<file path="src/design/fhts_ram.sv">
// Generic single-port-write, single-port-read RAM with registered read data.
`timescale 1ns / 1ps
module fhts_ram #(
   parameter int WIDTH = 8,
   parameter int DEPTH = 16
) (
   input  logic                     clock,
   input  logic                     wr_en,
   input  logic [$clog2(DEPTH)-1:0] wr_addr,
   input  logic [WIDTH-1:0]         wr_data,
   input  logic                     rd_en,
   input  logic [$clog2(DEPTH)-1:0] rd_addr,
   output logic [WIDTH-1:0]         rd_data
);

   logic [WIDTH-1:0] mem [DEPTH];
   logic [WIDTH-1:0] rd_data_ff;

   // Write and registered read
   always_ff @(posedge clock) begin
      if (wr_en) mem[wr_addr] <= wr_data;
      if (rd_en) rd_data_ff <= mem[rd_addr];
   end

   assign rd_data = rd_data_ff;

endmodule

</file>
<file path="config.mk">
export PLATFORM = sky130hd
export DESIGN_NAME = fhts_ram
export DESIGN_NICKNAME = d
export VERILOG_FILES = /design/src/design/fhts_ram.sv
export SDC_FILE = /design/constraint.sdc
export NUM_CORES = 1
export LEC_CHECK = 0
export BUFFER_PORTS_ARGS = -buffer_cell sky130_fd_sc_hd__buf_2
export CORE_MARGIN = 2
export CORE_UTILIZATION = 45
export CTS_CLUSTER_DIAMETER = 100
export DETAILED_ROUTE_END_ITERATION = 6
export PLACE_DENSITY = 0.7
export SLEW_MARGIN = 20
export SYNTH_ARGS = -nofsm -noshare
export SYNTH_HDL_FRONTEND = slang
export SYNTH_SLANG_ARGS = --single-unit
</file>
<file path="constraint.sdc">
create_clock -name clock -period 2 [get_ports clock]
set_clock_uncertainty 0.2 [all_clocks]
set_input_delay 0.1 -clock clock [delete_from_list [all_inputs] [get_ports clock]]
set_output_delay 0.1 -clock clock [all_outputs]
set_load 0.05 [all_outputs]
</file>
### Word-level counts from Yosys, hierarchy flattened

Memory sizes are Yosys's and may differ from the RTL's. A register that Yosys moved wholly into a read port is not among the register bits.
Cells that the tools add are included.

| cells by class | value |
|---|---|
| add/sub/neg operators | 0 |
| $mul | 0 |
| divide/modulo/power cells | 0 |
| $lt $le $gt $ge | 0 |
| equal/unequal tests | 0 |
| shift-type cells | 0 |
| multiplexer cells | 2 |
| bitwise gates (word level) | 0 |
| reductions and logical operators | 0 |

Operator list:

| cell | number |
|---|---|
| 2-to-1 mux 1 bit | 2 |

| storage, ports and cells | value |
|---|---|
| bits in registers | 0 |
| latch bits | 0 |
| bits in writable memories | 128 |
| memory bits (read-only) | 0 |
| input bits | 19 |
| memories kept | 1 |

Memories:

| memory | depth | width | rd ports | clocked after memory_dff | write ports | RTL line | text |
|---|---|---|---|---|---|---|---|
| mem | 16 | 8 | 1 | 1 | 1 | 16 | `logic [WIDTH-1:0] mem [DEPTH];` |

### Depth between registers and ports, before layout

| depth | value |
|---|---|
| depth after elaboration | 2 |
| depth in mapped cells | 5 |

### Least setup slack after synthesis

Ideal clock, no wire load.

| path | value |
|---|---|
| kind | input to register |
| from | input port wr_addr[2] |
| to | memory mem[0][0], enable pin |
| setup time | 0.383 ns |
| arrival | 1.210 ns |
| required time | 1.417 ns |
| setup slack | 0.207 ns |
| stages on the path | 2 |
| path buffers | 0 |
| path through | or3b_2 nor3_1 |

RTL lines:

| element | RTL line | text |
|---|---|---|
| start, declared | 9 | `input logic [$clog2(DEPTH)-1:0] wr_addr,` |
| end, declared | 16 |  |

Straight into the memory's write port.

==> metrics.md <==
| Metric | Value |
|---|---|
| Post-Route Setup TNS | 0 ns |
| Die H | roughly 110 µm |
| Min-delay src | wr_addr[0] |
| Critical Path Source Type | flop |
| Drt via density | between 5 and 6 |
| First drt pass iteration count | 4 |
| Worst setup path category | flop to flop |
| Status | finished, final reports clean |
| Fin. Hold Viols | 0 |
| Nets@finish | about 320 |
| Leading area contributor after synthesis | edfxtp_1 |
| Root buffer cell | clkbuf_16 |
| GRT overflow | 0 |
| DR iter-0 viols | 180 |
| Vias in the first global route | between 2000 and 3000 |
| Placed cell area | around 5700 µm² |
| CTS tree | yes |
| Hold path endpoint | mem[0][2] |
| F_max | around 600 MHz |
| Wire length per cell | between 20 and 25 µm |
| Syn. warnings | 0 |
| Largest net degree at the start of global routing | 17 |
| Post-CTS resize count | 0 |
| Dpl hpwl | between 6000 and 7000 µm |
| Mean Syn Cell Area | around 23 µm² |
| Lkg Pwr | 2.16 nW |
| CTS buffer count | 17 |
| Async SR Flop Fraction | 0% |
| Critical Path RT | between 1.5 and 2 ns |
| Hold Path Class | primary input to flop |
| Die W | between 100 and 150 µm |
| Post-synth EDFFs | roughly 140 |
| CTS sink cnt | roughly 140 |
| Initial antenna violation count | 0 |
| Final wirelength | ~9700 µm |
| Clock latency on the worst-skew pair | about 0.40 ns |
| Crit-path max FO | 1 |
| Critical path endpoint category | flop |
| Via count | 2512 |
| Gr usage total | between 10% and 20% |
| Worst slew pin tran | about 0.39 ns |
| Initial Util | ~46% |
| Worst r2r dst | rd_data[6] |
| Max-Cap Viols | 0 |
| FF+latch count, synth | between 100 and 150 |
| Number of diodes | 0 |
| Routability cong. | between 0.7 and 0.8 |
| Crit path DAT | 1.65 ns |
| Ys flop type | edfxtp_1 |
| Final min period | 1.71 ns |
| Worst r2r src | mem[10][6] |
| Mapped Cells | 229 |
| RSZ-0062 raised after global routing | no |
| H-tree lvl count | 4 |
| Final worst path period share | about 85% |
| Synth cell types | 18 |
| Synth cell count leaders | 136 x edfxtp_1, 18 x mux4_2, 16 x a22oi_1 |
| # rows | 39 |
| IO Port Bufs | 26 |
| Post-Layout Inst Area | 6330 µm² |
| Post-route antenna net violation count | 0 |
| Register-to-Register Path Depth | 3 |
| Slew margin rel. | between 70% and 80% |
| # setup viols final | 0 |
| Sequential-to-total area share from yosys stat | between 70 and 80% |
| Power per Cell Area | between 1000 and 1500 nW/µm² |
| Share of the synthesized area in the top cell type | approximately 80% |
| Layout cells sized above 1 | 30.0% |
| Core box area | between 10000 and 15000 µm² |
| Synthesized area | 5230 µm² |
| # DRC | 0 |
| Clock transition at path regs | around 0.05 ns |
| Area delta synth->final | 21.1% |
| Syn nets | about 250 |
| Clock Path Buffers | 2 |
| Slew Limit Fails | 0 |
| Synth top area cells | edfxtp_1 78%, mux4_2 7.8%, mux4_1 7.0%, a22oi_1 2.3%, nor2_1 0.93% |
| Count leader, synth | edfxtp_1 |
| Global-route wire length before repair | around 15000 µm |
| Peak VDD IR | approximately 650 µV |
| WHS Path Cells | 3 |
| R2R Setup Slk | roughly 0.29 ns |
| Die area | approximately 12000 µm² |
| Num ports | 27 |
| Postcts setup bufs | 0 |
[worst max path at each step]
stage | start | to | slack [ns] | cells after the start
floorplan | wr_addr[2] | mem[0][0] | 0.21 | 2
global placement | rd_addr[0] | rd_data[1] | 0.13 | 5
detailed placement | rd_addr[0] | rd_data[4] | 0.12 | 5
CTS | mem[10][6] | rd_data[6] | 0.28 | 3
global route | mem[10][6] | rd_data[6] | 0.22 | 3
finish | mem[10][6] | rd_data[6] | 0.29 | 3
[what timing repair did]
| action | 4_1_cts | 5_1_grt |
|---|---|---|
| endpoints found under the setup margin | 0 | 0 |
| hold buffers | 9 | 0 |
| endpoints found under the hold margin | 136 | 0 |
[state kept, by name, summed over array words and instances, names as in the netlist]
| signal | flops |
|---|---|
| mem | 128 |
| rd_data | 8 |
[per-layer routing]
layer | part of all wire (%) | wire [µm] | GRT usage [%]
met1 | 43 | 4210 | 23.1
met2 | 49 | 4800 | 25.1
met3 | 5.8 | 565 | 4.19
met4 | 1.4 | 137 | 7.33
met5 | 0 | 0 | 0
[final cells by class]
cell class,count,area [µm²]
clock inverters,11,130
clock buffers,21,440
well taps,143,179
flip-flops and latches,136,4080
fillers,849,5040
multi-input cells,83,1060
repair buffers,59,438
[logic make-up (layout without fill, tap and decap cells)]
kind of cell    after synthesis  in the layout  synth area share, %
compound gates               16             16                 2.30
mux                          32             32                 14.8
simple gates                 35             35                 3.14
flops                       136            136                 78.1
buf+inv                      10             91                 1.65
[where the power goes]
| group | total [W] | internal (W) | switching [W] |
|---|---|---|---|
| clock network | 0.00297 | 0.00194 | 0.00104 |
| logic | 0.000358 | 0.000146 | 0.000212 |
| registers | 0.00323 | 0.00321 | 0.0000194 |
[worst max-delay path: stages (launching register included)]
cell      delay (ns)
edfxtp_1        0.38
mux4_2          0.48
a22oi_1         0.31
nand2_1         0.08
[metrics by stage]
stage / util [%] / setup WS, ns / hold WS, ns / total power [W] / cells
after global placement: 49.9 / 0.131 / 0.287 / 0.00363 / 412
final: 55.7 / 0.290 / 0.0554 / 0.00656 / 453
after CTS: 55.7 / 0.280 / 0.0401 / 0.00661 / 453
after floorplan: - / 0.207 / -0.00113 / 0.00349 / 229
after global routing: 55.7 / 0.223 / 0.0736 / 0.00676 / 453
after detailed placement: 49.9 / 0.124 / 0.296 / 0.00364 / 412
[cell usage in the layout (no fill, tap or decap), types with 2 or more instances in the layout]
cell type      netlist  layout
clkinv_2             0       2
buf_2                3      26
edfxtp_1           136     136
nor2_1              13      13
a22oi_1             16      16
nand2_1              9       9
clkinvlp_4           0       2
mux4_2              18      18
nand2b_1             2       2
buf_4                1      21
mux4_1              14      14
clkbuf_16            0      17
nor3_1               4       4
clkbuf_1             0       4
nand3b_1             2       2
bufinv_16            0       3
dlygate4sd3_1        0       9
buf_12               0       3
clkinv_1             0       4
Note: power is estimated with default switching activity, not from simulation.
