<file path="config.mk">
export PLATFORM = sky130hd
export DESIGN_NAME = fhts_hash
export DESIGN_NICKNAME = d
export VERILOG_FILES = /design/src/design/fhts_pkg.sv /design/src/design/fhts_hash.sv
export SDC_FILE = /design/constraint.sdc
export NUM_CORES = 2
export LEC_CHECK = 0
export ABC_AREA = 1
export BUFFER_PORTS_ARGS = -buffer_cell sky130_fd_sc_hd__buf_2
export CAP_MARGIN = 10
export CORE_ASPECT_RATIO = 1.4
export CORE_MARGIN = 3
export CORE_UTILIZATION = 51
export DETAILED_ROUTE_END_ITERATION = 8
export PLACE_DENSITY = 0.67
export SYNTH_ARGS = -nofsm -noshare
export SYNTH_HDL_FRONTEND = slang
export SYNTH_SLANG_ARGS = --single-unit
</file>
<file path="constraint.sdc">
create_clock -name clock -period 13.1 [get_ports clock]
set_input_delay 2.62 -clock clock [delete_from_list [all_inputs] [get_ports clock]]
set_output_delay 2.62 -clock clock [all_outputs]
set_load 0.01 [all_outputs]
</file>
<file path="src/design/fhts_pkg.sv">
// Shared constants, types and helper functions for the fingerprint hash table store.
`timescale 1ns / 1ps
package fhts_pkg;

   // Table geometry
   localparam int BUCKETS          = 1024;
   localparam int SLOTS            = 8;
   localparam int OVERFLOW_BUCKETS = 128;

   // Derived widths
   localparam int BKT_W    = $clog2(BUCKETS);
   localparam int HALF_BKT = BUCKETS / 2;
   localparam int A_W      = $clog2(HALF_BKT + 1);
   localparam int CFG_BKT_W = 10;
   localparam int CMP_W    = (BKT_W + 1 > CFG_BKT_W + 1) ? BKT_W + 1 : CFG_BKT_W + 1;
   localparam int NROWS    = BUCKETS + OVERFLOW_BUCKETS;
   localparam int ROW_AW   = $clog2(NROWS);
   localparam int NRECS    = NROWS * SLOTS;
   localparam int REC_AW   = $clog2(NRECS);
   localparam int LINK_W   = $clog2(OVERFLOW_BUCKETS + 1);
   localparam int SLOT_W   = (SLOTS > 1) ? $clog2(SLOTS) : 1;
   localparam int SLOT_CW  = $clog2(SLOTS + 1);
   localparam int FP_W     = 16;
   localparam int COUNT_W  = 14;
   localparam int DEPTH_W  = 8;

   // Hash constants
   localparam logic [63:0] MUR_M   = 64'hc6a4a7935bd1e995;
   localparam logic [63:0] SEED_BIN = 64'h00000000b9115a39;
   localparam logic [63:0] SEED_FP  = 64'h00000000202a025d;
   localparam logic [15:0] FP_MASK  = 16'hFFFF;

   // Operation and status codes
   localparam logic       OP_GET = 1'b0;
   localparam logic       OP_PUT = 1'b1;
   localparam logic [1:0] STATUS_OK        = 2'd0;
   localparam logic [1:0] STATUS_NOT_FOUND = 2'd1;
   localparam logic [1:0] STATUS_FULL      = 2'd2;

   // Configuration register indexes
   localparam logic [1:0] CSR_BASE_BUCKETS     = 2'd0;
   localparam logic [1:0] CSR_EXPANDED_BUCKETS = 2'd1;
   localparam logic [1:0] CSR_KEY_BYTES        = 2'd2;
   localparam logic [1:0] CSR_VALUE_BYTES      = 2'd3;

   // Partial product phases of the 64-bit multiplier
   localparam logic [1:0] PART_LL = 2'd0;
   localparam logic [1:0] PART_HL = 2'd1;
   localparam logic [1:0] PART_LH = 2'd2;

   typedef struct packed {
      logic        op;
      logic [63:0] key;
      logic [63:0] value;
   } req_type;

   typedef struct packed {
      logic [1:0]         status;
      logic [63:0]        value_out;
      logic [COUNT_W-1:0] record_count;
      logic [DEPTH_W-1:0] deepest_chain;
   } rsp_type;

   // One bucket row: link to overflow plus slot fingerprints
   typedef struct packed {
      logic [LINK_W-1:0]          link;
      logic [SLOTS-1:0][FP_W-1:0] fp;
   } row_type;

   typedef struct packed {
      logic [63:0] key;
      logic [63:0] value;
   } rec_type;

   typedef enum logic [1:0] {
      HS_K1,
      HS_K2,
      HS_H1,
      HS_H2
   } hash_step_type;

   typedef enum logic [3:0] {
      ST_CLEAR,
      ST_IDLE,
      ST_HASH,
      ST_MOD,
      ST_ROW_RD,
      ST_ROW_WAIT,
      ST_SLOT,
      ST_REC_CMP,
      ST_FILL,
      ST_OVERWRITE,
      ST_ALLOC,
      ST_ALLOC_NEW,
      ST_DONE
   } walk_state_type;

   // Clamp a byte count to 1..8
   function automatic logic [3:0] clamp_bytes(input logic [3:0] b);
      logic [3:0] r;
      r = b;
      if (b == 4'd0) r = 4'd1;
      else if (b > 4'd8) r = 4'd8;
      return r;
   endfunction

   // Mask of the low nb bytes
   function automatic logic [63:0] byte_mask(input logic [3:0] nb);
      logic [63:0] m;
      m = '0;
      for (int i = 0; i < 8; i++) begin
         if (4'(i) < nb) m[8*i +: 8] = 8'hFF;
      end
      return m;
   endfunction

endpackage

</file>
<file path="src/design/fhts_hash.sv">
// 64-bit multiply-xorshift key hash built on one 32x32 multiplier, three phases per product.
`timescale 1ns / 1ps
module fhts_hash import fhts_pkg::*; (
   input  logic        clock,
   input  logic        reset,
   input  logic        start,
   input  logic [63:0] key,
   input  logic [3:0]  len,
   input  logic [63:0] seed,
   output logic        valid,
   output logic [63:0] hash
);

   hash_step_type step_ff, step_in;
   logic          busy_ff, busy_in;
   logic          valid_ff, valid_in;
   logic [1:0]    part_ff, part_in;
   logic [63:0]   x_ff, x_in;
   logic [63:0]   acc_ff, acc_in;
   logic [63:0]   h0_ff, h0_in;
   logic [63:0]   hash_ff, hash_in;

   logic [31:0]   a32, b32;
   logic [63:0]   pp, acc_sum, mix, h0_calc;
   logic          last_part;

   // Partial product and accumulate
   always_comb begin
      a32 = (part_ff == PART_HL) ? x_ff[63:32] : x_ff[31:0];
      b32 = (part_ff == PART_LH) ? MUR_M[63:32] : MUR_M[31:0];
      pp = 64'(a32) * 64'(b32);
      acc_sum = (part_ff == PART_LL) ? pp : acc_ff + {pp[31:0], 32'd0};
      mix = acc_sum ^ (acc_sum >> 47);
      h0_calc = seed ^ (64'(len) * MUR_M);
      last_part = (part_ff == PART_LH);
   end

   // Next step
   always_comb begin
      step_in = step_ff;
      if (start) begin
         step_in = (len >= 4'd8) ? HS_K1 : HS_H1;
      end else if (busy_ff && last_part) begin
         unique case (step_ff)
            HS_K1:   step_in = HS_K2;
            HS_K2:   step_in = HS_H1;
            HS_H1:   step_in = HS_H2;
            HS_H2:   step_in = HS_H2;
            default: step_in = HS_H2;
         endcase
      end
   end

   // Datapath updates
   always_comb begin
      busy_in  = busy_ff;
      valid_in = valid_ff;
      part_in  = part_ff;
      x_in     = x_ff;
      acc_in   = acc_ff;
      h0_in    = h0_ff;
      hash_in  = hash_ff;
      if (start) begin
         busy_in  = 1'b1;
         valid_in = 1'b0;
         part_in  = PART_LL;
         h0_in    = h0_calc;
         x_in     = (len >= 4'd8) ? key : (h0_calc ^ (key & byte_mask(len)));
      end else if (busy_ff) begin
         acc_in = acc_sum;
         if (!last_part) begin
            part_in = part_ff + 2'd1;
         end else begin
            part_in = PART_LL;
            unique case (step_ff)
               HS_K1: x_in = mix;
               HS_K2: x_in = h0_ff ^ acc_sum;
               HS_H1: x_in = mix;
               HS_H2: begin
                  hash_in  = mix;
                  busy_in  = 1'b0;
                  valid_in = 1'b1;
               end
               default: x_in = mix;
            endcase
         end
      end
   end

   always_ff @(posedge clock) begin
      if (reset) begin
         busy_ff  <= 1'b0;
         valid_ff <= 1'b0;
         part_ff  <= PART_LL;
         step_ff  <= HS_H1;
      end else begin
         busy_ff  <= busy_in;
         valid_ff <= valid_in;
         part_ff  <= part_in;
         step_ff  <= step_in;
      end
      x_ff    <= x_in;
      acc_ff  <= acc_in;
      h0_ff   <= h0_in;
      hash_ff <= hash_in;
   end

   assign valid = valid_ff;
   assign hash  = hash_ff;

endmodule

</file>
Word-level counts from Yosys, hierarchy flattened
Index checks and enable logic that the tools add are counted.
Widths: inputs -> output; s select.
{ "op_classes": {"multipliers": 2, "addsub": 2, "muxes": 33, "bitwise_logic": 6, "n_eq_ne": 5, "n_reduce_logical": 14, "order_cmp": 9} }
{ "ops": {"columns": ["cell", "n"], "rows": [
  ["$mux 64", 5],
  ["$xor 64x64->64", 3],
  ["$mux 8", 16],
  ["$pmux 64 s2", 1],
  ["$add 64x64->64", 1],
  ["$and 64x64->64", 1],
  ["$mul 32x32->64", 1],
  ["$mul 4x64->64 const B", 1],
  ["$mux 32", 2],
  ["$xor 64x17->64", 1],
  ["$lt 3x4->1 const A", 4],
  ["$lt 1x4->1 const A", 2],
  ["$lt 2x4->1 const A", 2],
  ["$mux 2", 4],
  ["$eq 2x2->1 const B", 3],
  ["$pmux 2 s3", 1],
  ["$reduce_and 3->1", 2],
  ["$reduce_bool 2->1", 3],
  ["$reduce_or 2->1", 3],
  ["$eq 2x1->1 const B", 2],
  ["$ge 4x4->1 const B", 1],
  ["$logic_not 2->1", 2],
  ["$mux 1", 4],
  ["$reduce_and 4->1", 1],
  ["5 further kinds", 5]
]} }
{ "word_totals": {"inputBits": 135, "reg_bits": 262} }

Logic depth before layout (Yosys ltp)
{ "logic_depth": {"word_depth": 10, "mapped_depth": 50, "mapped_depth_nobuf": 49} }

Least setup slack after synthesis
Ideal clock, no wire load.
{ "synth_timing": {"path_type": "register -> register", "start": "register part_ff[0]", "end": "register x_ff[14] (data pin)", "path_stages_with_launch": 43, "arrival_ns": 8.872, "synth_period_minus_slack_ns": 9.124, "required_ns": 12.848, "slack_ns": 3.976, "path_cell_list": "dfxtp_1 > nand2_2 > buf_4 > buf_2 > buf_2 > o21ai_0 > inv_1 > nor2_1 > ha_1 > fa_1 > inv_1 > fa_1 > fa_1 > inv_1 > fa_1 > inv_1 > fa_1 > inv_1 > (+7 left out) > inv_1 > o21bai_1 > inv_1 > nand2_1 > xor2_1 > ha_1 > a21oi_1 > o21ai_0 > a21oi_1 > o21ai_0 > a21oi_1 > nand3b_1 > nand3_1 > nand2_1 > nand2_1 > nand3_1 > nand2_1 > nand2_1"} }
{ "synth_between": {"elab_chain_len": 10} }
{ "synth_rtl": {"columns": ["item", "line", "source"], "rows": [
  ["start: declaration", "fhts_hash.sv:17", "logic [1:0] part_ff, part_in;"],
  ["start signal: assignment", "fhts_hash.sv:99", "part_ff <= part_in;"],
  ["$eq 2x1->1 or $eq 2x2->1 (tied branches)", "fhts_hash.sv:29, fhts_hash.sv:30", null],
  ["$mux 32 (on tied branches)", "fhts_hash.sv:29, fhts_hash.sv:30", null],
  ["$mul 32x32->64", "fhts_hash.sv:31", "pp = 64'(a32) * 64'(b32);"],
  ["$add 64x64->64", "fhts_hash.sv:32", "acc_sum = (part_ff == PART_LL) ? pp : acc_ff + {pp[31:0], 32'd0};"],
  ["$mux 64 *", "fhts_hash.sv:32", null],
  ["named net acc_sum[61]", "fhts_hash.sv:24", "logic [63:0] pp, acc_sum, mix, h0_calc;"],
  ["$xor 64x17->64 *", "fhts_hash.sv:33", "mix = acc_sum ^ (acc_sum >> 47);"],
  ["$pmux 64 s2 *", "fhts_hash.sv:75", "unique case (step_ff)"],
  ["$mux 64 *", "fhts_hash.sv:71", "if (!last_part) begin"],
  ["$mux 64 *", "fhts_hash.sv:69", "end else if (busy_ff) begin"],
  ["$mux 64 *", "fhts_hash.sv:63", "if (start) begin"],
  ["named net x_in[14]", "fhts_hash.sv:18", "logic [63:0] x_ff, x_in;"],
  ["end signal: assignment", "fhts_hash.sv:102", "x_ff <= x_in;"],
  ["end: declaration", "fhts_hash.sv:18", null]
]} }
Mark *: on every way through the listed nets, which the timed path passes. The rest lies on a longest branch. The select of a mux whose other input is x is not followed.
A chain may end at the register's enable or synchronous reset.

Final worst setup path
{ "layout_timing": {"start": "register part_ff[0]", "end": "register x_ff[62] (data pin)"} }
{ "layout_between": {"elab_chain_len": 10} }
{ "layout_rtl": {"columns": ["item", "line"], "rows": [
  ["$eq 2x1->1 or $eq 2x2->1 (tied branches)", "fhts_hash.sv:29, fhts_hash.sv:30"],
  ["$mux 32 (on tied branches)", "fhts_hash.sv:29, fhts_hash.sv:30"],
  ["$mul 32x32->64", "fhts_hash.sv:31"],
  ["$add 64x64->64", "fhts_hash.sv:32"],
  ["$mux 64 *", "fhts_hash.sv:32"],
  ["named net acc_sum[62]", "fhts_hash.sv:24"],
  ["$xor 64x17->64 or $xor 64x64->64 (tied branches)", "fhts_hash.sv:33, fhts_hash.sv:77"],
  ["$pmux 64 s2 *", "fhts_hash.sv:75"],
  ["$mux 64 *", "fhts_hash.sv:71"],
  ["$mux 64 *", "fhts_hash.sv:69"],
  ["$mux 64 *", "fhts_hash.sv:63"],
  ["named net x_in[62]", "fhts_hash.sv:18"]
]} }
Marked as above.

==> impl_metrics.xml <==
<?xml version="1.0" encoding="UTF-8"?>
<metrics>
  <group name="timing">
    <metric name="finalSetupViolCount" unit="">0</metric>
    <metric name="final.setup_skew" unit="ns">0.0517</metric>
    <metric name="worstMarginPinSlew" unit="ns">1.27</metric>
    <metric name="fmax" unit="GHz">0.0830</metric>
    <metric name="final-max-slew-violation-count" unit="">0</metric>
    <metric name="setup_total_negative_slack" unit="ns">0</metric>
    <metric name="fin_crit" unit="ns">12.05</metric>
    <metric name="slew_headroom" unit="">0.150</metric>
    <metric name="timing_hold_violations_final" unit="">0</metric>
    <metric name="whs" unit="ns">0.460</metric>
    <metric name="rsz_0062_raised_after_global_routing" unit="">false</metric>
    <metric name="fin_crit_sh" unit="">0.920</metric>
  </group>
  <group name="yosys">
    <metric name="post-synth-top-area-cell" unit="">fa_1</metric>
    <metric name="synthesis.yosys.warnings" unit="">0</metric>
    <metric name="synth-seq-area-share" unit="">0.175</metric>
    <metric name="yosys.area.top_type_share" unit="">0.275</metric>
    <metric name="yosysMostFrequentCell" unit="">inv_1</metric>
    <metric name="post_synth_edffs" unit="">256</metric>
    <metric name="synth.distinct_cells" unit="">68</metric>
    <metric name="synthTopCellsByArea" unit="">fa_1 (28%), edfxtp_1 (17%), ha_1 (14%), inv_1 (11%), nand2_1 (8.0%)</metric>
    <metric name="synth_common_cells" unit="">inv_1 (1,291), nand2_1 (948), fa_1 (615), ha_1 (483), nor2_1 (396)</metric>
    <metric name="postSynthCellCount" unit="">5438</metric>
    <metric name="number_of_synthesized_register_bits" unit="">262</metric>
    <metric name="syn-cell-area" unit="mm2">0.0447</metric>
    <metric name="avgSynthCellArea" unit="um2">8.23</metric>
    <metric name="share_of_flip_flops_with_an_asynchronous_set_or_reset" unit="">0</metric>
    <metric name="synth_top_flop_cell" unit="">edfxtp_1</metric>
  </group>
  <group name="drt">
    <metric name="dr_vias_cell" unit="">5.61</metric>
    <metric name="violation_count_after_the_first_detailed_routing_iteration" unit="">3069</metric>
    <metric name="drc" unit="">0</metric>
    <metric name="average_routed_wire_per_standard_cell" unit="um">28.0</metric>
    <metric name="firstDrtPassIters" unit="">7</metric>
    <metric name="postRouteWirelength" unit="mm">190</metric>
    <metric name="number_of_routed_nets_with_antenna_violations" unit="">0</metric>
    <metric name="via_count" unit="">38161</metric>
  </group>
  <group name="cells_and_area">
    <metric name="post_route_cells_drive_above_1_share" unit="">0.0842</metric>
    <metric name="final_core_utilization" unit="">0.556</metric>
    <metric name="nets_finish" unit="">6854</metric>
    <metric name="final_design_area_no_fill" unit="mm2">0.0480</metric>
    <metric name="fill_cells" unit="">8331</metric>
    <metric name="area_delta_synth_final" unit="%">7.29</metric>
  </group>
  <group name="floorplanning">
    <metric name="core" unit="mm2">0.0863</metric>
    <metric name="die_y" unit="um">356</metric>
    <metric name="dieArea" unit="mm2">0.0913</metric>
    <metric name="floorplan.initialDensity" unit="">0.518</metric>
    <metric name="core.rowCount" unit="">127</metric>
    <metric name="die_width" unit="um">256</metric>
    <metric name="ios" unit="">200</metric>
  </group>
  <group name="setup_path">
    <metric name="slowest_delay" unit="ns">0.87</metric>
    <metric name="crit_fanout" unit="">34</metric>
    <metric name="worst-endpoint-arrival" unit="ns">12.35</metric>
    <metric name="timing_worst_setup_path_type" unit="">flop to flop</metric>
    <metric name="critical_path.endpoint_type" unit="">flop</metric>
    <metric name="crit_path_start_kind" unit="">flop</metric>
    <metric name="critical_path_required" unit="ns">13.40</metric>
    <metric name="crit_path_top_delay_cell" unit="">o21ai_0</metric>
  </group>
  <group name="placement">
    <metric name="post_detail_place_hpwl" unit="mm">167</metric>
    <metric name="port_buffers" unit="">199</metric>
    <metric name="post_dp_cell_area" unit="mm2">0.0472</metric>
    <metric name="place_congestion" unit="">1.07</metric>
  </group>
  <group name="run">
    <metric name="cap_viol_max_count" unit="">0</metric>
  </group>
  <group name="global_route">
    <metric name="grt.overflow.total" unit="">0</metric>
    <metric name="grt_antenna_before_repair" unit="">5</metric>
    <metric name="grt_pass1_wl" unit="mm">271</metric>
    <metric name="vias_in_the_first_global_route" unit="">40613</metric>
    <metric name="grt_max_degree" unit="">86</metric>
    <metric name="grt_use_total" unit="">0.418</metric>
  </group>
  <group name="clock_network">
    <metric name="clkSlewWorstSetupHoldPaths" unit="ns">0.07</metric>
    <metric name="ctsRootBufferMaster" unit="">clkbuf_16</metric>
    <metric name="cts.sinks" unit="">262</metric>
    <metric name="post-cts-setup-buffer-count" unit="">0</metric>
    <metric name="clk_latency" unit="ns">0.59</metric>
    <metric name="cts_resized" unit="">0</metric>
    <metric name="ctsLongestPathBuffers" unit="">3</metric>
    <metric name="cts_tree" unit="">built</metric>
    <metric name="cts_made_buffers" unit="">24</metric>
    <metric name="cts_htree_levels" unit="">1</metric>
    <metric name="cts.hold.buffers_added" unit="">0</metric>
  </group>
  <group name="status">
    <metric name="outcome" unit="">completed</metric>
  </group>
  <group name="min_path">
    <metric name="hold_path_class" unit="">flop to flop</metric>
  </group>
</metrics>
[cells in the final DEF, fill, tap and decap left out, types with 38 or more instances in the layout]
cell type / Yosys / routed
nor3_1: 40 / 40
fa_1: 615 / 615
buf_2: 19 / 198
ha_1: 483 / 483
buf_4: 6 / 63
xor2_1: 107 / 107
nor2_1: 396 / 392
xnor2_1: 47 / 47
o21ai_0: 224 / 223
inv_1: 1291 / 1291
edfxtp_1: 256 / 256
nand2_1: 948 / 948
o21ai_1: 38 / 38
a21oi_1: 233 / 233
nand3_1: 291 / 291
[flip-flops by register name, indices dropped and copies added, names as in the netlist]
name,count
part_ff,2
x_ff,64
valid,1
h0_ff,64
hash,64
step_ff,2
acc_ff,64
busy_ff,1
[routing by layer]
layer	track usage	share of wire	vias to the layer above	wire length, um
li1	-	-	17264	-
met1	0.422	0.32	18368	61400
met2	0.731	0.49	1838	92900
met3	0.0569	0.062	687	11800
met4	0.418	0.13	4	24100
met5	0	0.00014	-	26
[kinds of logic (layout without fill, tap and decap cells)]
family	count (synthesis)	in the layout	share of synthesized area
DFF	262	262	0.175
AOI/OAI and AO/OA	621	621	0.0787
buffers and inverters	1421	1619	0.121
other	2	8	0.000168
muxes	1	1	0.000224
xor gates and xnor gates	167	167	0.0349
and+or+nand+nor	1866	1866	0.180
adders and majority gates	1098	1098	0.410
[through the flow]
step           setup slack [ns]  instances
2_1_floorplan              3.98       5441
3_3_place_gp               1.27       6756
3_5_place_dp               1.29       6756
4_1_cts                    1.23       6800
5_1_grt                   0.635       6800
6_report                   1.05       6803
[worst paths after layout]
check | end | startpoint | cells past startpoint | slack, ns
setup / recovery | x_ff[62] | part_ff[0] | 36 | 1.05
hold / removal | valid | valid | 2 | 0.46
setup reg to reg | x_ff[62] | part_ff[0] | 36 | 1.05
hold reg to reg | valid | valid | 2 | 0.46
[worst max-delay path, delay by kind of cell, from the launching register on]
| family | cells | cell delay, ns |
|---|---|---|
| AOI/OAI and AO/OA | 5 | 1.90 |
| xor gates and xnor gates | 1 | 0.73 |
| adders and majority gates | 10 | 4.77 |
| buffers and inverters | 6 | 1.17 |
| DFF | 1 | 0.49 |
| and+or+nand+nor | 14 | 2.65 |
[cell type report]
class                      count  area, um2  share of cell area
clock buffer                  34        638              0.0133
inverter                    1314       4940               0.103
multi-input combinational   3758      31600               0.658
tap                         1161       1450              0.0303
clock inverter                10        120             0.00250
antenna                        3       7.51            0.000156
timing repair buffer         261       1460              0.0305
sequential                   262       7810               0.163
Power is left out: the tool's default activity adds up to more than one toggle a clock period on the data nets, which glitch-free logic cannot reach.
