$ cat src/design/fhts_pkg.sv
// Shared constants, types and helper functions for the fingerprint hash table store.
`timescale 1ns / 1ps
package fhts_pkg;

   // Table geometry
   localparam int BUCKETS          = 1024;
   localparam int SLOTS            = 8;
   localparam int OVERFLOW_BUCKETS = 128;

   // Derived widths
   localparam int BKT_W    = $clog2(BUCKETS);
   localparam int HALF_BKT = BUCKETS / 2;
   localparam int A_W      = $clog2(HALF_BKT + 1);
   localparam int CFG_BKT_W = 10;
   localparam int CMP_W    = (BKT_W + 1 > CFG_BKT_W + 1) ? BKT_W + 1 : CFG_BKT_W + 1;
   localparam int NROWS    = BUCKETS + OVERFLOW_BUCKETS;
   localparam int ROW_AW   = $clog2(NROWS);
   localparam int NRECS    = NROWS * SLOTS;
   localparam int REC_AW   = $clog2(NRECS);
   localparam int LINK_W   = $clog2(OVERFLOW_BUCKETS + 1);
   localparam int SLOT_W   = (SLOTS > 1) ? $clog2(SLOTS) : 1;
   localparam int SLOT_CW  = $clog2(SLOTS + 1);
   localparam int FP_W     = 16;
   localparam int COUNT_W  = 14;
   localparam int DEPTH_W  = 8;

   // Hash constants
   localparam logic [63:0] MUR_M   = 64'hc6a4a7935bd1e995;
   localparam logic [63:0] SEED_BIN = 64'h00000000b9115a39;
   localparam logic [63:0] SEED_FP  = 64'h00000000202a025d;
   localparam logic [15:0] FP_MASK  = 16'hFFFF;

   // Operation and status codes
   localparam logic       OP_GET = 1'b0;
   localparam logic       OP_PUT = 1'b1;
   localparam logic [1:0] STATUS_OK        = 2'd0;
   localparam logic [1:0] STATUS_NOT_FOUND = 2'd1;
   localparam logic [1:0] STATUS_FULL      = 2'd2;

   // Configuration register indexes
   localparam logic [1:0] CSR_BASE_BUCKETS     = 2'd0;
   localparam logic [1:0] CSR_EXPANDED_BUCKETS = 2'd1;
   localparam logic [1:0] CSR_KEY_BYTES        = 2'd2;
   localparam logic [1:0] CSR_VALUE_BYTES      = 2'd3;

   // Partial product phases of the 64-bit multiplier
   localparam logic [1:0] PART_LL = 2'd0;
   localparam logic [1:0] PART_HL = 2'd1;
   localparam logic [1:0] PART_LH = 2'd2;

   typedef struct packed {
      logic        op;
      logic [63:0] key;
      logic [63:0] value;
   } req_type;

   typedef struct packed {
      logic [1:0]         status;
      logic [63:0]        value_out;
      logic [COUNT_W-1:0] record_count;
      logic [DEPTH_W-1:0] deepest_chain;
   } rsp_type;

   // One bucket row: link to overflow plus slot fingerprints
   typedef struct packed {
      logic [LINK_W-1:0]          link;
      logic [SLOTS-1:0][FP_W-1:0] fp;
   } row_type;

   typedef struct packed {
      logic [63:0] key;
      logic [63:0] value;
   } rec_type;

   typedef enum logic [1:0] {
      HS_K1,
      HS_K2,
      HS_H1,
      HS_H2
   } hash_step_type;

   typedef enum logic [3:0] {
      ST_CLEAR,
      ST_IDLE,
      ST_HASH,
      ST_MOD,
      ST_ROW_RD,
      ST_ROW_WAIT,
      ST_SLOT,
      ST_REC_CMP,
      ST_FILL,
      ST_OVERWRITE,
      ST_ALLOC,
      ST_ALLOC_NEW,
      ST_DONE
   } walk_state_type;

   // Clamp a byte count to 1..8
   function automatic logic [3:0] clamp_bytes(input logic [3:0] b);
      logic [3:0] r;
      r = b;
      if (b == 4'd0) r = 4'd1;
      else if (b > 4'd8) r = 4'd8;
      return r;
   endfunction

   // Mask of the low nb bytes
   function automatic logic [63:0] byte_mask(input logic [3:0] nb);
      logic [63:0] m;
      m = '0;
      for (int i = 0; i < 8; i++) begin
         if (4'(i) < nb) m[8*i +: 8] = 8'hFF;
      end
      return m;
   endfunction

endpackage

$ cat src/design/fhts_mod.sv
// Remainder unit: 64-bit value modulo a narrow divisor, four bits per cycle, with quotient LSB.
`timescale 1ns / 1ps
module fhts_mod import fhts_pkg::*; (
   input  logic           clock,
   input  logic           reset,
   input  logic           start,
   input  logic [63:0]    dividend,
   input  logic [A_W-1:0] divisor,
   output logic           valid,
   output logic [A_W-1:0] rem,
   output logic           q_lsb
);

   localparam int STEP   = 4;
   localparam int ROUNDS = 64 / STEP;
   localparam int CNT_W  = $clog2(ROUNDS + 1);

   logic             busy_ff, busy_in;
   logic             valid_ff, valid_in;
   logic [CNT_W-1:0] cnt_ff, cnt_in;
   logic [63:0]      dvd_ff, dvd_in;
   logic [A_W-1:0]   div_ff, div_in;
   logic [A_W-1:0]   rem_ff, rem_in;
   logic             q_ff, q_in;

   logic [A_W:0]     r;
   logic             qb;

   // Four restoring steps on the remainder
   always_comb begin
      r  = {1'b0, rem_ff};
      qb = q_ff;
      for (int i = 0; i < STEP; i++) begin
         r = {r[A_W-1:0], dvd_ff[63-i]};
         if (r >= {1'b0, div_ff}) begin
            r  = r - {1'b0, div_ff};
            qb = 1'b1;
         end else begin
            qb = 1'b0;
         end
      end
   end

   always_comb begin
      busy_in  = busy_ff;
      valid_in = valid_ff;
      cnt_in   = cnt_ff;
      dvd_in   = dvd_ff;
      div_in   = div_ff;
      rem_in   = rem_ff;
      q_in     = q_ff;
      if (start) begin
         busy_in  = 1'b1;
         valid_in = 1'b0;
         cnt_in   = '0;
         dvd_in   = dividend;
         div_in   = divisor;
         rem_in   = '0;
         q_in     = 1'b0;
      end else if (busy_ff) begin
         dvd_in = dvd_ff << STEP;
         rem_in = r[A_W-1:0];
         q_in   = qb;
         cnt_in = cnt_ff + CNT_W'(1);
         if (cnt_ff == CNT_W'(ROUNDS - 1)) begin
            busy_in  = 1'b0;
            valid_in = 1'b1;
         end
      end
   end

   always_ff @(posedge clock) begin
      if (reset) begin
         busy_ff  <= 1'b0;
         valid_ff <= 1'b0;
         cnt_ff   <= '0;
      end else begin
         busy_ff  <= busy_in;
         valid_ff <= valid_in;
         cnt_ff   <= cnt_in;
      end
      dvd_ff <= dvd_in;
      div_ff <= div_in;
      rem_ff <= rem_in;
      q_ff   <= q_in;
   end

   assign valid = valid_ff;
   assign rem   = rem_ff;
   assign q_lsb = q_ff;

endmodule

$ cat config.mk
export PLATFORM = sky130hd
export DESIGN_NAME = fhts_mod
export DESIGN_NICKNAME = d
export VERILOG_FILES = /design/src/design/fhts_pkg.sv /design/src/design/fhts_mod.sv
export SDC_FILE = /design/constraint.sdc
export NUM_CORES = 1
export LEC_CHECK = 0
export ABC_AREA = 1
export ABC_CLOCK_PERIOD_IN_PS = 5800
export BUFFER_PORTS_ARGS = -buffer_cell sky130_fd_sc_hd__buf_2
export CAP_MARGIN = 5
export CORE_ASPECT_RATIO = 0.9
export CORE_UTILIZATION = 40
export CTS_CLUSTER_SIZE = 30
export DETAILED_ROUTE_END_ITERATION = 12
export PLACE_DENSITY = 0.58
export SLEW_MARGIN = 10
export SYNTH_ARGS = -nofsm -noshare
export SYNTH_HDL_FRONTEND = slang
export SYNTH_SLANG_ARGS = --single-unit
$ cat constraint.sdc
create_clock -name clock -period 5.8 [get_ports clock]
set_clock_uncertainty 0.05 [all_clocks]
set_input_delay 0.87 -clock clock [delete_from_list [all_inputs] [get_ports clock]]
set_output_delay 0.87 -clock clock [all_outputs]
set_load 0.02 [all_outputs]
Word level (Yosys, flattened, before mapping)
Cells that the tools add are included.

Add/subtract/negate cells: 5. Multiply operators: 0. Div/mod/pow operators: 0. Magnitude comparators: 4. Eq/ne operators: 1. Shift-type cells: 0. Multiplexer cells: 10. Bitwise gates (word level): 0. Reduce and logical (&&, ||, !) cells: 3.

Operators by type and width (count): $mux W64 (2); $ge A11 B10 Y1 (4); $mux W10 (4); $sub A10 B10 Y10 (4); $add A5 B1 Y5 const B (1); $eq A5 B4 Y1 const B (1); $mux W1 (4); $reduce_and A2 Y1 (1); $reduce_bool A2 Y1 (1); $reduce_or A2 Y1 (1).

Flip-flop bits (word level): 92. Bits in latches: 0. RAM bits: 0. ROM bits: 0. Input port bits: 77. Output and inout bits: 12. Word-level logic and storage cells: 30. Memories kept: 0.

Logic depth before layout (Yosys ltp)
Gate-level depths: netlist (run 1).

Word-level depth: 8. Mapped depth: 51. Depth with buffers taken out: 50.

Worst setup path after synthesis (run 1)
OpenSTA, ideal clock, no wires.

Path kind: register -> register. From: reg div_ff[1]. To: reg rem_ff[8], in the netlist rem[8]. Library setup time: 0.113 ns. Arrival: 6.162 ns. Required time: 5.637 ns. Path slack: -0.525 ns. Cell stages (with the launch flop): 47. Path buffers: 3. Clock period less this slack: 6.325 ns. Path through: edfxtp_1 -> inv_1 -> ha_1 -> nand3_1 -> nand2_2 -> nand2_1 -> nand2_2 -> nand2_2 -> buf_6 -> nand3b_1 -> nand2_1 -> inv_1 -> ha_1 -> a21o_1 -> a21boi_0 -> nand4_1 -> nand2_1 -> clkbuf_1 -> (+11 left out) -> nand3_1 -> nand2_1 -> inv_1 -> ha_1 -> nand2_1 -> o21ai_0 -> nand2_1 -> o211ai_1 -> a21oi_1 -> inv_1 -> nand2_1 -> nand3_1 -> inv_1 -> nand3_4 -> buf_8 -> nand2_2 -> nand3_1 -> nand2_1.

Longest elaborated chain between the ends: 8. Elaborated cells on any way between the ends: 12. Classes of those cells: add/sub (4); order compare (4); mux (4).

RTL lines: start, declared (RTL line fhts_mod.sv:22) `logic [A_W-1:0] div_ff, div_in;`; start signal, assigned (RTL line fhts_mod.sv:83) `div_ff <= div_in;`; $sub A10 B10 Y10 or $ge A11 B10 Y1 (tied branches) (RTL line fhts_mod.sv:36, fhts_mod.sv:35); $mux W10 (RTL line fhts_mod.sv:35) `if (r >= {1'b0, div_ff}) begin`; $sub A10 B10 Y10 or $ge A11 B10 Y1 (tied branches) (RTL line fhts_mod.sv:36, fhts_mod.sv:35); $mux W10 (RTL line fhts_mod.sv:35); $sub A10 B10 Y10 or $ge A11 B10 Y1 (tied branches) (RTL line fhts_mod.sv:36, fhts_mod.sv:35); $mux W10 (RTL line fhts_mod.sv:35); $sub A10 B10 Y10 or $ge A11 B10 Y1 (tied branches) (RTL line fhts_mod.sv:36, fhts_mod.sv:35); $mux W10 * (RTL line fhts_mod.sv:35); end signal, assigned (RTL line fhts_mod.sv:84) `rem_ff <= rem_in;`; end, declared (RTL line fhts_mod.sv:23) `logic [A_W-1:0] rem_ff, rem_in;`.

Every way passes the cells marked *; elsewhere a longest branch is shown, timed or not. A chain may end at the register's enable or synchronous reset.

Final worst setup path (run 1)
From: reg div_ff[7]. To: reg rem_ff[0], in the netlist rem[0].

Longest elaborated chain between the ends: 8. Elaborated cells on any way between the ends: 11. Classes of those cells: add/sub (3); order compare (4); mux (4).

RTL lines (RTL line): $sub A10 B10 Y10 or $ge A11 B10 Y1 (tied branches) (fhts_mod.sv:36, fhts_mod.sv:35); $mux W10 (fhts_mod.sv:35); $sub A10 B10 Y10 or $ge A11 B10 Y1 (tied branches) (fhts_mod.sv:36, fhts_mod.sv:35); $mux W10 (fhts_mod.sv:35); $sub A10 B10 Y10 or $ge A11 B10 Y1 (tied branches) (fhts_mod.sv:36, fhts_mod.sv:35); $mux W10 (fhts_mod.sv:35); $ge A11 B10 Y1 * (fhts_mod.sv:35); $mux W10 * (fhts_mod.sv:35).

Marks and branches as above.

==> summary.txt, run 1 <==
Outcome
  • Status: complete, but fails checks
  • Failing checks: setup timing

Floorplan
  • Die Width: 135 µm
  • Core region area: 15,500 µm²
  • FP Rows: 43
  • Die Ht: 122 µm
  • Die area: 16,400 µm²
  • Initial Utilization: 41.0%
  • I/O Pins: 89

Placed design
  • Inst Count DP: 1,236
  • Routability Congestion: 0.929
  • Number of port buffers: 88
  • Hpwl dp: 13,700 µm

Logic synthesis
  • EDFF count, synth: 74
  • Top_reg_cell synth: edfxtp_1
  • Top-count cell post-synth: nand2_1
  • Flops & latches, synth: 92
  • Ys async rst share: 0%
  • Synthesized cell area: 6360 µm²
  • Syn Area/Cell: 7.76 µm²
  • Synth area leader: edfxtp_1
  • Cells after Synth: 820
  • Synth top area share: 34.9%
  • Synthesized Nets: 943
  • Sequential area share after synthesis: 40.6%
  • Post-synth cell types: 37
  • Syn. warnings: 0
  • Top cells by count, synth: nand2_1, inv_1, edfxtp_1
  • Synth area leaders: edfxtp_1, nand2_1, ha_1

Global routing
  • Grt total ovfl: 0
  • Total GRT Usage: 24.0%
  • First-pass GRT wire length: 30,500 µm
  • Largest net degree at the start of global routing: 78
  • Initial antenna violation count: 0
  • Vias in the first global route: 6,123

CTS
  • Hold buffers post-CTS: 0
  • CTS tree: done
  • Clk Latency, worst-skew pair: 0.34 ns
  • Clock sink total: 92
  • Clock buffer depth: 2
  • Clock-pin slew on the worst setup and hold paths: 0.07 ns
  • H-Tree Depth: 3
  • Num CTS Buffers: 9
  • Root buffer selected by CTS: clkbuf_16

Critical path
  • Worst setup EP type: flop
  • Crit path top cell by count: buf_4
  • Reg2reg setup slack: -0.24 ns
  • Type of origin of the critical path: flop
  • Crit Path Max Fanout: 6
  • Slowest cell on the critical path: edfxtp_1
  • Crit-path max cell delay: 0.34 ns
  • Worst Path Arrival: 6.28 ns
  • Critical path class: reg2reg
  • Worst path required time: 6.04 ns

Final layout
  • Layout area overhead: 44.3%
  • Fraction of layout cells with a size suffix above 1: 39.9%
  • Final net count: 1,203
  • Fin cells: 1,287
  • Diode count: 0

Min path
  • HP Class: reg2reg

STA
  • Fin crit period: 6.04 ns
  • Worst-Margin Slew: 0.807 ns
  • Final worst path period share: 104%
  • FMAX: 166 MHz
  • Count of final hold-check violations: 0
  • Max_slew headroom: 46.0%
  • Unrepaired setup endpoints after global routing: yes
  • Final WS setup: -0.239 ns
  • Final setup violating endpoints: 11
  • Slew Limit Fails: 0

Route
  • DRC Markers: 0
  • DR pass1 iterations: 5
  • Via Count: 6,234
  • Wire length per cell: 14.7 µm
  • Routed Antenna Nets: 0
  • Drt via density: 4.84
  • Initial DRC count: 392
  • Total wire length: 19,000 µm

Run
  • Max Cap Viol: 0
-- cells by family (layout without fill, tap and decap cells) --
logic type      Yosys count  in the layout  synth area share [%]
xor+xnor                 27             27                  3.72
fa+ha+maj                46             46                  9.52
compound gates           57             57                  5.25
simple gates            474            478                  32.6
flops                    92             92                  40.6
buf+inv                 124            385                  8.32
-- sequential cells by signal, summed over array words and instances, names as in the netlist --
name     count
busy_ff      1
cnt_ff       5
div_ff      10
dvd_ff      64
q_lsb        1
rem         10
valid        1
-- critical path, delay by kind of cell (launching register included) --
family	cells	cell delay (ns)
compound gates	3	0.50
fa+ha+maj	3	0.82
buf+inv	19	2.05
flops	1	0.34
simple gates	21	2.26
-- metrics by stage --
step                cell area [µm²]  util, %  setup TNS, ns  setup WS (ns)  hold WS (ns)
floorplan                      6410        -              0         0.0303         0.402
global placement               8090     52.2          -4.57         -0.459         0.385
global route                   9180     59.2          -6.21         -0.604         0.451
CTS                            9050     58.4         -0.111        -0.0600         0.405
finish                         9180     59.2          -2.08         -0.239         0.410
detailed placement             8090     52.2          -5.20         -0.520         0.391
-- worst paths after layout --
kind                            startpoint  endpoint  depth (start not counted)
worst max-delay path             div_ff[7]    rem[0]                         46
worst min-delay path                 q_lsb     q_lsb                          2
worst max register to register   div_ff[7]    rem[0]                         46
worst min register to register       q_lsb     q_lsb                          2
-- final cells by class --
class	count	area, µm²
clock buffer	9	225
clock inverter	7	48.8
fill	1419	6320
inverter	97	369
multi-input combinational	608	3860
sequential	92	2580
tap	202	253
timing repair buffer	272	1840
-- placed cells by master (no fill, tap or decap), types with 2 or more instances in the layout --
cell type	Yosys	final
nor2_4	2	4
nand3b_1	8	8
nand3_1	43	39
xnor2_1	6	5
o211ai_1	2	2
clkbuf_16	0	9
nor2_2	0	8
edfxtp_1	74	74
ha_1	42	16
nor3_1	9	4
a21o_1	4	4
a21oi_2	1	6
ha_4	0	25
fa_1	4	3
o21a_1	2	2
inv_2	3	25
nor2_8	2	2
nand2_4	2	8
nor2_1	25	16
xor2_1	21	21
buf_4	1	180
inv_6	0	2
nand3_2	4	6
inv_4	0	2
buf_2	3	88
nand2_1	344	314
nand3_4	2	5
nand2_2	16	42
o21ai_0	11	8
nand4_1	17	17
clkinv_1	2	3
inv_1	92	69
o21ai_2	0	2
a21oi_4	1	2
a31oi_1	3	3
a21oi_1	29	23
buf_6	6	4
nor3_2	0	5
dfxtp_1	18	18
-- timing repair --
action,in CTS,in global routing
pin swaps,46,37
setup endpoints to repair,11,11
setup buffers,28,3
gates resized for setup,92,30
gates cloned,4,0
-- routing by layer --
layer | GRT usage [%] | vias to the layer above | wire [µm]
met3 | 2.91 | 35 | 715
met4 | 6.81 | 0 | 387
li1 | - | 3170 | -
met1 | 32.8 | 2863 | 8900
met5 | 0 | - | 0
met2 | 40.1 | 166 | 8950
Power of run 1 is not shown: default switching activity piles up to over one toggle a cycle in this logic, so the estimate is an artifact.
==> run 2, diff against run 1 <==
- SETUP_SLACK_MARGIN: unset -> 0.02
==> summary.txt, run 2 (synthesized netlist as in run 1, its figures left out) <==
CTS
  • Clock-pin slew on the worst setup and hold paths: 0.07 ns
  • Num CTS Buffers: 9
  • Clock buffer depth: 2
  • Clock sink total: 92
  • Root buffer selected by CTS: clkbuf_16
  • Clk Latency, worst-skew pair: 0.35 ns
  • H-Tree Depth: 3
  • CTS tree: done

Route
  • DRC Markers: 0
  • Routed Antenna Nets: 0
  • Wire length per cell: 14.8 µm
  • Initial DRC count: 393
  • Drt via density: 4.87
  • Via Count: 6,287
  • Total wire length: 19,100 µm
  • DR pass1 iterations: 4

Critical path
  • Critical path class: reg2reg
  • Worst setup EP type: flop
  • Crit-path max cell delay: 0.41 ns
  • Slowest cell on the critical path: edfxtp_1
  • Crit Path Max Fanout: 8
  • Type of origin of the critical path: flop
  • Worst path required time: 5.99 ns
  • Worst Path Arrival: 6.33 ns
  • Crit path top cell by count: nand2_1

Final layout
  • Largest Register: dvd_ff
  • Final design utilization: 60.0%
  • Fin cells: 1,291
  • Fraction of layout cells with a size suffix above 1: 41.5%
  • Diode count: 0
  • Layout area overhead: 46.1%
  • Leading cell type in the layout, fill and taps excluded: nand2_1
  • Max reg flops: 64
  • Most frequent cells in the layout: nand2_1, buf_4, buf_2
  • Final net count: 1,207

STA
  • Final WS setup: -0.345 ns
  • Fin crit period: 6.14 ns
  • Unrepaired setup endpoints after global routing: yes
  • Final worst path period share: 106%
  • Worst-Margin Slew: 0.944 ns
  • Count of final hold-check violations: 0
  • FMAX: 163 MHz
  • Slew Limit Fails: 0
  • Max_slew headroom: 36.8%
  • Final setup violating endpoints: 11

Floorplan
  • Die Width: 135 µm
  • Die Ht: 122 µm
  • Die area: 16,400 µm²
  • Initial Utilization: 41.0%
  • I/O Pins: 89
  • Core region area: 15,500 µm²
  • FP Rows: 43

Placed design
  • Number of port buffers: 88
  • Hpwl dp: 13,700 µm
  • Routability Congestion: 0.929
  • Inst Count DP: 1,236

Global routing
  • GR peak layer: met2
  • Total GRT Usage: 24.1%
  • Grt total ovfl: 0
  • Met2 Usage GRT: 40.1%
  • Largest net degree at the start of global routing: 78
  • First-pass GRT wire length: 30,500 µm
  • Met3 Use GR: 2.91%
  • Grt met1 use: 32.8%
  • Vias in the first global route: 6,131
  • Initial antenna violation count: 0

Min path
  • HP Class: reg2reg

Outcome
  • Failing checks: setup timing
  • Status: complete, but fails checks

Run
  • Max Cap Viol: 0
-- run 2: final cells by class --
class | instances | area (µm²)
clock inverter | 7 | 48.8
fill | 1398 | 6200
sequential | 92 | 2580
tap | 202 | 253
multi-input combinational | 608 | 3940
clock buffer | 9 | 225
timing repair buffer | 276 | 1870
inverter | 97 | 369
-- run 2: repair_timing --
action,CTS,global route
setup buffers,29,6
hold buffers,0,0
pin swaps,46,43
endpoints found under the setup margin,11,11
resized for setup,93,46
cloned,4,0
-- run 2: final timing paths --
path	start	end	slack, ns	depth (start not counted)
setup / recovery	div_ff[1]	rem[1]	-0.34	45
hold / removal	q_lsb	q_lsb	0.41	2
setup reg to reg	div_ff[1]	rem[1]	-0.34	45
hold reg to reg	q_lsb	q_lsb	0.41	2
-- run 2: per-stage QoR --
| stage | setup WS (ns) | hold slack (ns) | setup TNS, ns | cell area, µm² |
|---|---|---|---|---|
| global placement | -0.459 | 0.385 | -4.57 | 8090 |
| detailed placement | -0.520 | 0.391 | -5.20 | 8090 |
| global route | -0.689 | 0.452 | -7.09 | 9290 |
| finish | -0.345 | 0.408 | -3.06 | 9290 |
| floorplan | 0.0303 | 0.402 | 0 | 6410 |
| CTS | -0.0463 | 0.405 | -0.195 | 9060 |
-- run 2: metal layers --
| layer | vias to the layer above | wire length [µm] |
|---|---|---|
| met5 | - | 0 |
| met4 | 0 | 362 |
| met3 | 29 | 799 |
| met2 | 173 | 9060 |
| met1 | 2906 | 8880 |
| li1 | 3179 | - |
-- run 2: worst max-delay path: cells and delay by family (launching register included) --
| family | cells | cell delay [ns] |
|---|---|---|
| AOI/OAI and AO/OA | 7 | 1.18 |
| adders and majority gates | 4 | 0.97 |
| buffers and inverters | 9 | 0.95 |
| DFF | 1 | 0.41 |
| and+or+nand+nor | 25 | 2.46 |
Power of run 2 is left out for the same reason.
